$ cat src/design/gcb_pkg.sv
package gcb_pkg;

  // Width of the internal cluster byte counter; lengths saturate at its maximum.
  localparam int LENGTH_BITS = 16;
  localparam int OUT_BITS    = 16;
  localparam int WIDE_BITS   = (LENGTH_BITS > OUT_BITS) ? LENGTH_BITS : OUT_BITS;

  localparam logic [LENGTH_BITS-1:0] LEN_MAX = {LENGTH_BITS{1'b1}};
  localparam logic [OUT_BITS-1:0]    OUT_MAX = {OUT_BITS{1'b1}};

  // Grapheme break classes
  localparam logic [3:0] CLS_OTHER   = 4'd0;
  localparam logic [3:0] CLS_CR      = 4'd1;
  localparam logic [3:0] CLS_LF      = 4'd2;
  localparam logic [3:0] CLS_CONTROL = 4'd3;
  localparam logic [3:0] CLS_EXTEND  = 4'd4;
  localparam logic [3:0] CLS_ZWJ     = 4'd5;
  localparam logic [3:0] CLS_RI      = 4'd6;
  localparam logic [3:0] CLS_PREPEND = 4'd7;
  localparam logic [3:0] CLS_SPACING = 4'd8;
  localparam logic [3:0] CLS_L       = 4'd9;
  localparam logic [3:0] CLS_V       = 4'd10;
  localparam logic [3:0] CLS_T       = 4'd11;
  localparam logic [3:0] CLS_LV      = 4'd12;
  localparam logic [3:0] CLS_LVT     = 4'd13;

  // Indic conjunct classes
  localparam logic [1:0] INCB_NONE      = 2'd0;
  localparam logic [1:0] INCB_CONSONANT = 2'd1;
  localparam logic [1:0] INCB_EXTEND    = 2'd2;
  localparam logic [1:0] INCB_LINKER    = 2'd3;

  // Conjunct tracking states
  localparam logic [1:0] CONJ_IDLE      = 2'd0;
  localparam logic [1:0] CONJ_CONSONANT = 2'd1;
  localparam logic [1:0] CONJ_LINKED    = 2'd2;

  typedef struct packed {
    logic [3:0] prev_class;
    logic       ri_odd;
    logic [1:0] conj_state;
    logic       pict_tail;
    logic       zwj_after_pict;
  } rule_state_t;

  typedef struct packed {
    logic [3:0] break_class;
    logic [1:0] conjunct_class;
    logic       pictographic;
    logic [2:0] byte_count;
    logic       start_of_text;
  } item_t;

  localparam rule_state_t RULE_STATE_RESET = '{
    prev_class:     CLS_OTHER,
    ri_odd:         1'b0,
    conj_state:     CONJ_IDLE,
    pict_tail:      1'b0,
    zwj_after_pict: 1'b0
  };

  // Clamp an internal length to the output field width.
  function automatic logic [OUT_BITS-1:0] out_len(input logic [LENGTH_BITS-1:0] v);
    logic [WIDE_BITS-1:0] wide;
    wide = WIDE_BITS'(v);
    if (wide > WIDE_BITS'(OUT_MAX)) begin
      return OUT_MAX;
    end
    return wide[OUT_BITS-1:0];
  endfunction

endpackage

$ cat src/design/gcb_rules.sv
module gcb_rules (
  input  gcb_pkg::rule_state_t state,
  input  logic                 sot,
  input  logic [3:0]           break_class,
  input  logic [1:0]           conjunct_class,
  input  logic                 pictographic,
  output logic                 boundary,
  output gcb_pkg::rule_state_t state_next
);

  logic [3:0]           cls;
  logic [3:0]           p;
  logic                 p_ctl;
  logic                 c_ctl;
  logic                 rule_break;
  gcb_pkg::rule_state_t eff;

  // Fold unknown classes onto other.
  always_comb begin
    if (break_class > gcb_pkg::CLS_LVT) begin
      cls = gcb_pkg::CLS_OTHER;
    end else begin
      cls = break_class;
    end
  end

  assign eff   = sot ? gcb_pkg::RULE_STATE_RESET : state;
  assign p     = state.prev_class;
  assign p_ctl = p inside {gcb_pkg::CLS_CR, gcb_pkg::CLS_LF, gcb_pkg::CLS_CONTROL};
  assign c_ctl = cls inside {gcb_pkg::CLS_CR, gcb_pkg::CLS_LF, gcb_pkg::CLS_CONTROL};

  // Rules in priority order, GB3 first.
  always_comb begin
    if (p == gcb_pkg::CLS_CR && cls == gcb_pkg::CLS_LF) begin
      rule_break = 1'b0;
    end else if (p_ctl || c_ctl) begin
      rule_break = 1'b1;
    end else if (p == gcb_pkg::CLS_L && (cls inside {gcb_pkg::CLS_L, gcb_pkg::CLS_V,
                                                     gcb_pkg::CLS_LV, gcb_pkg::CLS_LVT})) begin
      rule_break = 1'b0;
    end else if ((p inside {gcb_pkg::CLS_LV, gcb_pkg::CLS_V}) &&
                 (cls inside {gcb_pkg::CLS_V, gcb_pkg::CLS_T})) begin
      rule_break = 1'b0;
    end else if ((p inside {gcb_pkg::CLS_LVT, gcb_pkg::CLS_T}) && cls == gcb_pkg::CLS_T) begin
      rule_break = 1'b0;
    end else if (cls inside {gcb_pkg::CLS_EXTEND, gcb_pkg::CLS_ZWJ, gcb_pkg::CLS_SPACING}) begin
      rule_break = 1'b0;
    end else if (p == gcb_pkg::CLS_PREPEND) begin
      rule_break = 1'b0;
    end else if (conjunct_class == gcb_pkg::INCB_CONSONANT &&
                 state.conj_state == gcb_pkg::CONJ_LINKED) begin
      rule_break = 1'b0;
    end else if (state.zwj_after_pict && pictographic) begin
      rule_break = 1'b0;
    end else if (p == gcb_pkg::CLS_RI && cls == gcb_pkg::CLS_RI && state.ri_odd) begin
      rule_break = 1'b0;
    end else begin
      rule_break = 1'b1;
    end
  end

  assign boundary = sot || rule_break;

  // Advance the forward state that stands in for the backward scans.
  always_comb begin
    state_next.prev_class = cls;
    state_next.ri_odd     = (cls == gcb_pkg::CLS_RI) &&
                            !(eff.prev_class == gcb_pkg::CLS_RI && eff.ri_odd);
    case (conjunct_class)
      gcb_pkg::INCB_CONSONANT: state_next.conj_state = gcb_pkg::CONJ_CONSONANT;
      gcb_pkg::INCB_LINKER: begin
        state_next.conj_state = (eff.conj_state != gcb_pkg::CONJ_IDLE) ?
                                gcb_pkg::CONJ_LINKED : gcb_pkg::CONJ_IDLE;
      end
      gcb_pkg::INCB_EXTEND: state_next.conj_state = eff.conj_state;
      default: state_next.conj_state = gcb_pkg::CONJ_IDLE;
    endcase
    state_next.zwj_after_pict = (cls == gcb_pkg::CLS_ZWJ) && eff.pict_tail;
    state_next.pict_tail      = pictographic || (cls == gcb_pkg::CLS_EXTEND && eff.pict_tail);
  end

endmodule

$ cat src/design/gcb_length.sv
module gcb_length (
  input  logic [gcb_pkg::LENGTH_BITS-1:0] cluster_bytes,
  input  logic                            boundary,
  input  logic [2:0]                      byte_count,
  output logic [gcb_pkg::LENGTH_BITS-1:0] cluster_bytes_next,
  output logic [gcb_pkg::OUT_BITS-1:0]    closed_len,
  output logic [gcb_pkg::OUT_BITS-1:0]    open_len
);

  logic [gcb_pkg::LENGTH_BITS-1:0] base;
  logic [gcb_pkg::LENGTH_BITS:0]   sum;

  // Restart the count on a boundary, otherwise extend it; saturate.
  assign base = boundary ? '0 : cluster_bytes;
  assign sum  = {1'b0, base} + (gcb_pkg::LENGTH_BITS + 1)'(byte_count);

  always_comb begin
    if (sum > {1'b0, gcb_pkg::LEN_MAX}) begin
      cluster_bytes_next = gcb_pkg::LEN_MAX;
    end else begin
      cluster_bytes_next = sum[gcb_pkg::LENGTH_BITS-1:0];
    end
  end

  assign closed_len = boundary ? gcb_pkg::out_len(cluster_bytes) : '0;
  assign open_len   = gcb_pkg::out_len(cluster_bytes_next);

endmodule

$ cat src/design/grapheme_cluster_breaker.sv
// Extended grapheme cluster boundary finder (UAX #29, rules GB3 to GB999 with
// regional indicator pairing, Indic conjuncts and emoji ZWJ sequences). Feed
// one pre-classified code point per item; each item gives exactly one result
// item carrying the break-before flag, the byte length of the cluster that
// the break closes (0 when there is no break) and the running byte length of
// the open cluster. Lengths saturate at 65535. Set start_of_text on the
// first code point of a text; the first item after reset is treated the same
// way. Throughput is one item per clock while the result register is being
// drained: an item is taken into an input register, decided in one pass of
// rule logic against a handful of state bits, and written to a result
// register, which raises out_valid. While a result waits, the input side
// takes at most one more item and then stalls until out_ready frees the
// result register.
module grapheme_cluster_breaker (
  input  logic        clk,
  input  logic        rst,

  input  logic        in_valid,
  output logic        in_ready,
  input  logic [3:0]  break_class,
  input  logic [1:0]  conjunct_class,
  input  logic        pictographic,
  input  logic [2:0]  byte_count,
  input  logic        start_of_text,

  output logic        out_valid,
  input  logic        out_ready,
  output logic        boundary_before,
  output logic [15:0] closed_length,
  output logic [15:0] open_length
);

  // Input register
  logic                            item_valid;
  gcb_pkg::item_t                  item;

  // Rule state and open cluster count
  gcb_pkg::rule_state_t            rule_state;
  gcb_pkg::rule_state_t            rule_state_next;
  logic [gcb_pkg::LENGTH_BITS-1:0] cluster_bytes;
  logic [gcb_pkg::LENGTH_BITS-1:0] cluster_bytes_next;

  logic                            advance;
  logic                            sot;
  logic                            boundary;
  logic [gcb_pkg::OUT_BITS-1:0]    closed_len;
  logic [gcb_pkg::OUT_BITS-1:0]    open_len;

  // Move the held item into the result register whenever that register is
  // empty or its contents are being taken this cycle.
  assign advance  = item_valid && (!out_valid || out_ready);
  assign in_ready = !item_valid || advance;

  // Hold the accepted item until it advances.
  always_ff @(posedge clk) begin
    if (rst) begin
      item_valid <= 1'b0;
    end else if (in_ready) begin
      item_valid <= in_valid;
    end
  end

  always_ff @(posedge clk) begin
    if (in_valid && in_ready) begin
      item.break_class    <= break_class;
      item.conjunct_class <= conjunct_class;
      item.pictographic   <= pictographic;
      item.byte_count     <= byte_count;
      item.start_of_text  <= start_of_text;
    end
  end

  // An empty open cluster means there is nothing to continue: start afresh.
  assign sot = item.start_of_text || (cluster_bytes == '0);

  gcb_rules u_rules (
    .state          (rule_state),
    .sot            (sot),
    .break_class    (item.break_class),
    .conjunct_class (item.conjunct_class),
    .pictographic   (item.pictographic),
    .boundary       (boundary),
    .state_next     (rule_state_next)
  );

  gcb_length u_length (
    .cluster_bytes      (cluster_bytes),
    .boundary           (boundary),
    .byte_count         (item.byte_count),
    .cluster_bytes_next (cluster_bytes_next),
    .closed_len         (closed_len),
    .open_len           (open_len)
  );

  // Commit the state only as the item leaves the input register.
  always_ff @(posedge clk) begin
    if (rst) begin
      rule_state    <= gcb_pkg::RULE_STATE_RESET;
      cluster_bytes <= '0;
    end else if (advance) begin
      rule_state    <= rule_state_next;
      cluster_bytes <= cluster_bytes_next;
    end
  end

  // Result register
  always_ff @(posedge clk) begin
    if (rst) begin
      out_valid <= 1'b0;
    end else if (advance) begin
      out_valid <= 1'b1;
    end else if (out_ready) begin
      out_valid <= 1'b0;
    end
  end

  always_ff @(posedge clk) begin
    if (advance) begin
      boundary_before <= boundary;
      closed_length   <= closed_len;
      open_length     <= open_len;
    end
  end

endmodule

$ cat config.mk
export PLATFORM = sky130hd
export DESIGN_NAME = grapheme_cluster_breaker
export DESIGN_NICKNAME = d
export VERILOG_FILES = /design/src/design/gcb_pkg.sv /design/src/design/gcb_rules.sv /design/src/design/gcb_length.sv /design/src/design/grapheme_cluster_breaker.sv
export SDC_FILE = /design/constraint.sdc
export NUM_CORES = 1
export LEC_CHECK = 0
export BUFFER_PORTS_ARGS = -buffer_cell sky130_fd_sc_hd__buf_2
export CAP_MARGIN = 40
export CORE_ASPECT_RATIO = 1.2
export CORE_UTILIZATION = 55
export CTS_BUF_LIST = sky130_fd_sc_hd__clkbuf_8 sky130_fd_sc_hd__clkbuf_16
export DETAILED_ROUTE_END_ITERATION = 6
export PLACE_DENSITY = 0.77
export SYNTH_ARGS = -nofsm -noshare
export SYNTH_HDL_FRONTEND = slang
export SYNTH_SLANG_ARGS = --single-unit
$ cat constraint.sdc
create_clock -name clk -period 5.7 [get_ports clk]
set_input_delay 1.14 -clock clk [delete_from_list [all_inputs] [get_ports clk]]
set_output_delay 1.14 -clock clk [all_outputs]
set_load 0.03 [all_outputs]
==> metrics <==
latest clock arrival within the worst-skew pair ~350 ps; clock buffer depth 2; initial antenna violation count 0; Worst R2R End cluster_bytes[3]$_SDFFE_PP0P_; Setup Total Neg Slack 0 ps; Ys Warns 0; Reg2Reg Depth 14; Post-Syn Instances roughly 320; reg2reg setup slack around 1700 ps; Initial Util about 57%; DP Area 3710 µm²; CTS tree built; clock-pin slew of the registers on the worst-case setup and hold paths around 70 ps; library cells used by synthesis 46; PostCTS Resize Cnt 0; leading area contributor after synthesis edfxtp_1; maximum vdd ir drop roughly 0.16 mV; Layout area overhead 13.9%; share of layout cells above drive strength 1 22.9%; Root Buffer clkbuf_8; setup bufs post-CTS 0; # rows 31; Leak Pwr around 1.4 nW; largest net degree at the start of global routing between 40 and 50; Worst path max stage delay ~500 ps; Clock Sinks a little over 70; simple-gate share of the synthesized area roughly 18%; RSZ-0062 raised after global routing false; number of max-cap violations 0; Top FF cell, synth edfxtp_1; Vias 2,500; Final Power between 1 and 1.5 mW; chip width 74.3 µm; total global routing overflow 0; post-synthesis sequential area ratio a little over half; final cell count without fillers approximately 440; worst hold path cell count 2; area of the multi-input gates 1420 µm²; max-slew violation count 0; final setup fails 0; Yosys reg bits 71; Die Y roughly 89 µm; Port Buffers 49; FF+latch area roughly 1900 µm²; fin crit share 69.9%; Adder-Cell Fraction of Synth Area about 1.7%; WHS roughly 460 ps; Syn Nets about 340; Antenna diodes 0; hold path start rule_state[0]$_SDFFE_PP0P_; H-tree lvl count 3; Cell Area, Synth about 3400 µm²; Post-Synth XOR/XNOR Area 3.05%; Final Hold Fails 0; Worst setup SP type register; relative slew slack a little over half; measured slew at the worst slew-check pin between 600 and 700 ps; post-synthesis compound-gate area fraction 17.6%; CP max FO 47; Post-DRT Antenna Nets 0; CP max stage cell edfxtp_1; Final Net Count approximately 380; Post-CTS Hold Fix Bufs 0; commonest non-fill, non-tap cells in the layout buf_2 (49), edfxtp_1 (44), a21oi_1 (32), dfxtp_1 (27), nor2_1 (26); Hold Crit Endpoint rule_state[0]$_SDFFE_PP0P_; origin of the critical flop-to-flop path item[9]$_DFFE_PP_; Yosys top cell area share 38.3%; Routed WL 6260 µm; Clock Skews approximately 8 ps; Filler cells approximately 500; DRC 0; Ports 50; total CTS buffers 9; cell area after layout ~3900 µm²; largest family of logic cells by synthesized area simple AND/OR/NAND/NOR gates; CP Capture Type register; core area about 6100 µm²; Post-synth EDFFs 44; dpl ws 1790 ps; Critical Path RT approximately 6000 ps; die footprint between 6000 and 7000 µm²; Wirelength per Cell roughly 14 µm; vias per cell about 5.6; synth top area cells edfxtp_1 (38%), dfxtp_1 (16%), a21oi_1 (4.6%); mean post-synth cell area roughly 11 µm²; drt initial violations roughly 170; fin util 64.9%; vias in the first global route 2,263; post-DP HPWL a little over 4000 µm; crit path time final 3990 ps; outcome finished, final reports clean; Hold Path Class reg2reg; GP Congestion 0.880; First-pass DRT Iterations 4; Critical Path AT about 4300 ps; CP Cell Sequence or4b_1 > o21ai_0 > and3_1 > o311ai_4 > buf_4 > nor2_1 > ha_1 > fa_1 > a21oi_1 > nor3b_4 > nand3_2 > nand3_1 > mux2i_1 > a211oi_1; total track usage between 20% and 30%; critical path class reg2reg; Async S/R FF share, synth 0%; placed cell count around 430; Max Fclk 251 MHz; setup slack after layout around 1700 ps; commonest non-fill, non-tap cell in the layout buf_2; Pwr Density approximately 280 nW/µm²; multiplexer area fraction after synthesis less than 1%; first-pass GRT wire length slightly above 10,000 µm
## per-layer routing
| layer | part of all wire [%] | wire [µm] | track usage (%) | up-vias |
|---|---|---|---|---|
| met4 | 2.9 | 182 | 15.4 | 0 |
| met2 | 49 | 3070 | 34.6 | 88 |
| met1 | 43 | 2690 | 25.5 | 1152 |
| met3 | 5.0 | 315 | 3.87 | 15 |
| li1 | - | - | - | 1245 |
| met5 | 0 | 0 | 0 | - |
## report_power, final
group / internal (mW) / switching, mW / leakage [nW]
clock network: 0.253 / 0.179 / 0.116
logic: 0.0268 / 0.0593 / 0.645
registers: 0.565 / 0.0113 / 0.632
## cell type report
| type | count | share of cell area [%] |
|---|---|---|
| clock inverter | 6 | 1.94 |
| timing repair buffer | 52 | 7.14 |
| multi-input combinational | 210 | 36.1 |
| tap | 82 | 2.61 |
| sequential | 71 | 47.4 |
| clock buffer | 10 | 3.51 |
| inverter | 13 | 1.24 |
## how the worst max path moves through the flow
stage,startpoint,endpoint,slack (ps),cells past startpoint
after floorplan,item[8]$_DFFE_PP_,open_length[11]$_DFFE_PP_,2150,16
after global placement,item[9]$_DFFE_PP_,cluster_bytes[14]$_SDFFE_PP0P_,1970,14
after detailed placement,item[9]$_DFFE_PP_,cluster_bytes[3]$_SDFFE_PP0P_,1790,14
after CTS,item[9]$_DFFE_PP_,cluster_bytes[3]$_SDFFE_PP0P_,1770,14
after global routing,item[9]$_DFFE_PP_,cluster_bytes[3]$_SDFFE_PP0P_,1410,14
final,item[9]$_DFFE_PP_,cluster_bytes[3]$_SDFFE_PP0P_,1710,14
## worst max-delay path, delay by kind of cell, from the launching register on
family                     cells  cell delay, ps
adders and majority gates      2             430
muxes                          1             100
buffers and inverters          1             300
and+or+nand+nor                6            1940
AOI/OAI and AO/OA              4             600
DFF                            1             500
## state kept, by name, summed over array words and instances, names as in the netlist
| name | flops |
|---|---|
| closed_length | 16 |
| item_valid | 1 |
| item | 11 |
| out_valid | 1 |
| boundary_before | 1 |
| open_length | 16 |
| cluster_bytes | 16 |
| rule_state | 9 |
## Yosys cell counts, types with 4 or more instances
cell	number
dfxtp_1	27
clkbuf_1	11
nor2b_1	5
xnor2_1	11
nor3_1	6
inv_1	13
a221oi_2	6
nor4_1	4
buf_2	9
a211oi_1	4
o21ai_0	10
a21oi_1	32
nand2_1	16
nor3b_1	4
nand3_1	8
and2_1	17
a211oi_2	6
edfxtp_1	44
a31o_1	10
nor2_1	26
and3_1	10
## kinds of logic (layout without fill, tap and decap cells)
family,after synthesis,in the layout
DFF,71,71
AOI/OAI and AO/OA,81,81
buffers and inverters,38,81
adders and majority gates,4,4
xor gates and xnor gates,12,12
and+or+nand+nor,111,111
muxes,2,2
Power figures use the tool's default switching activity.
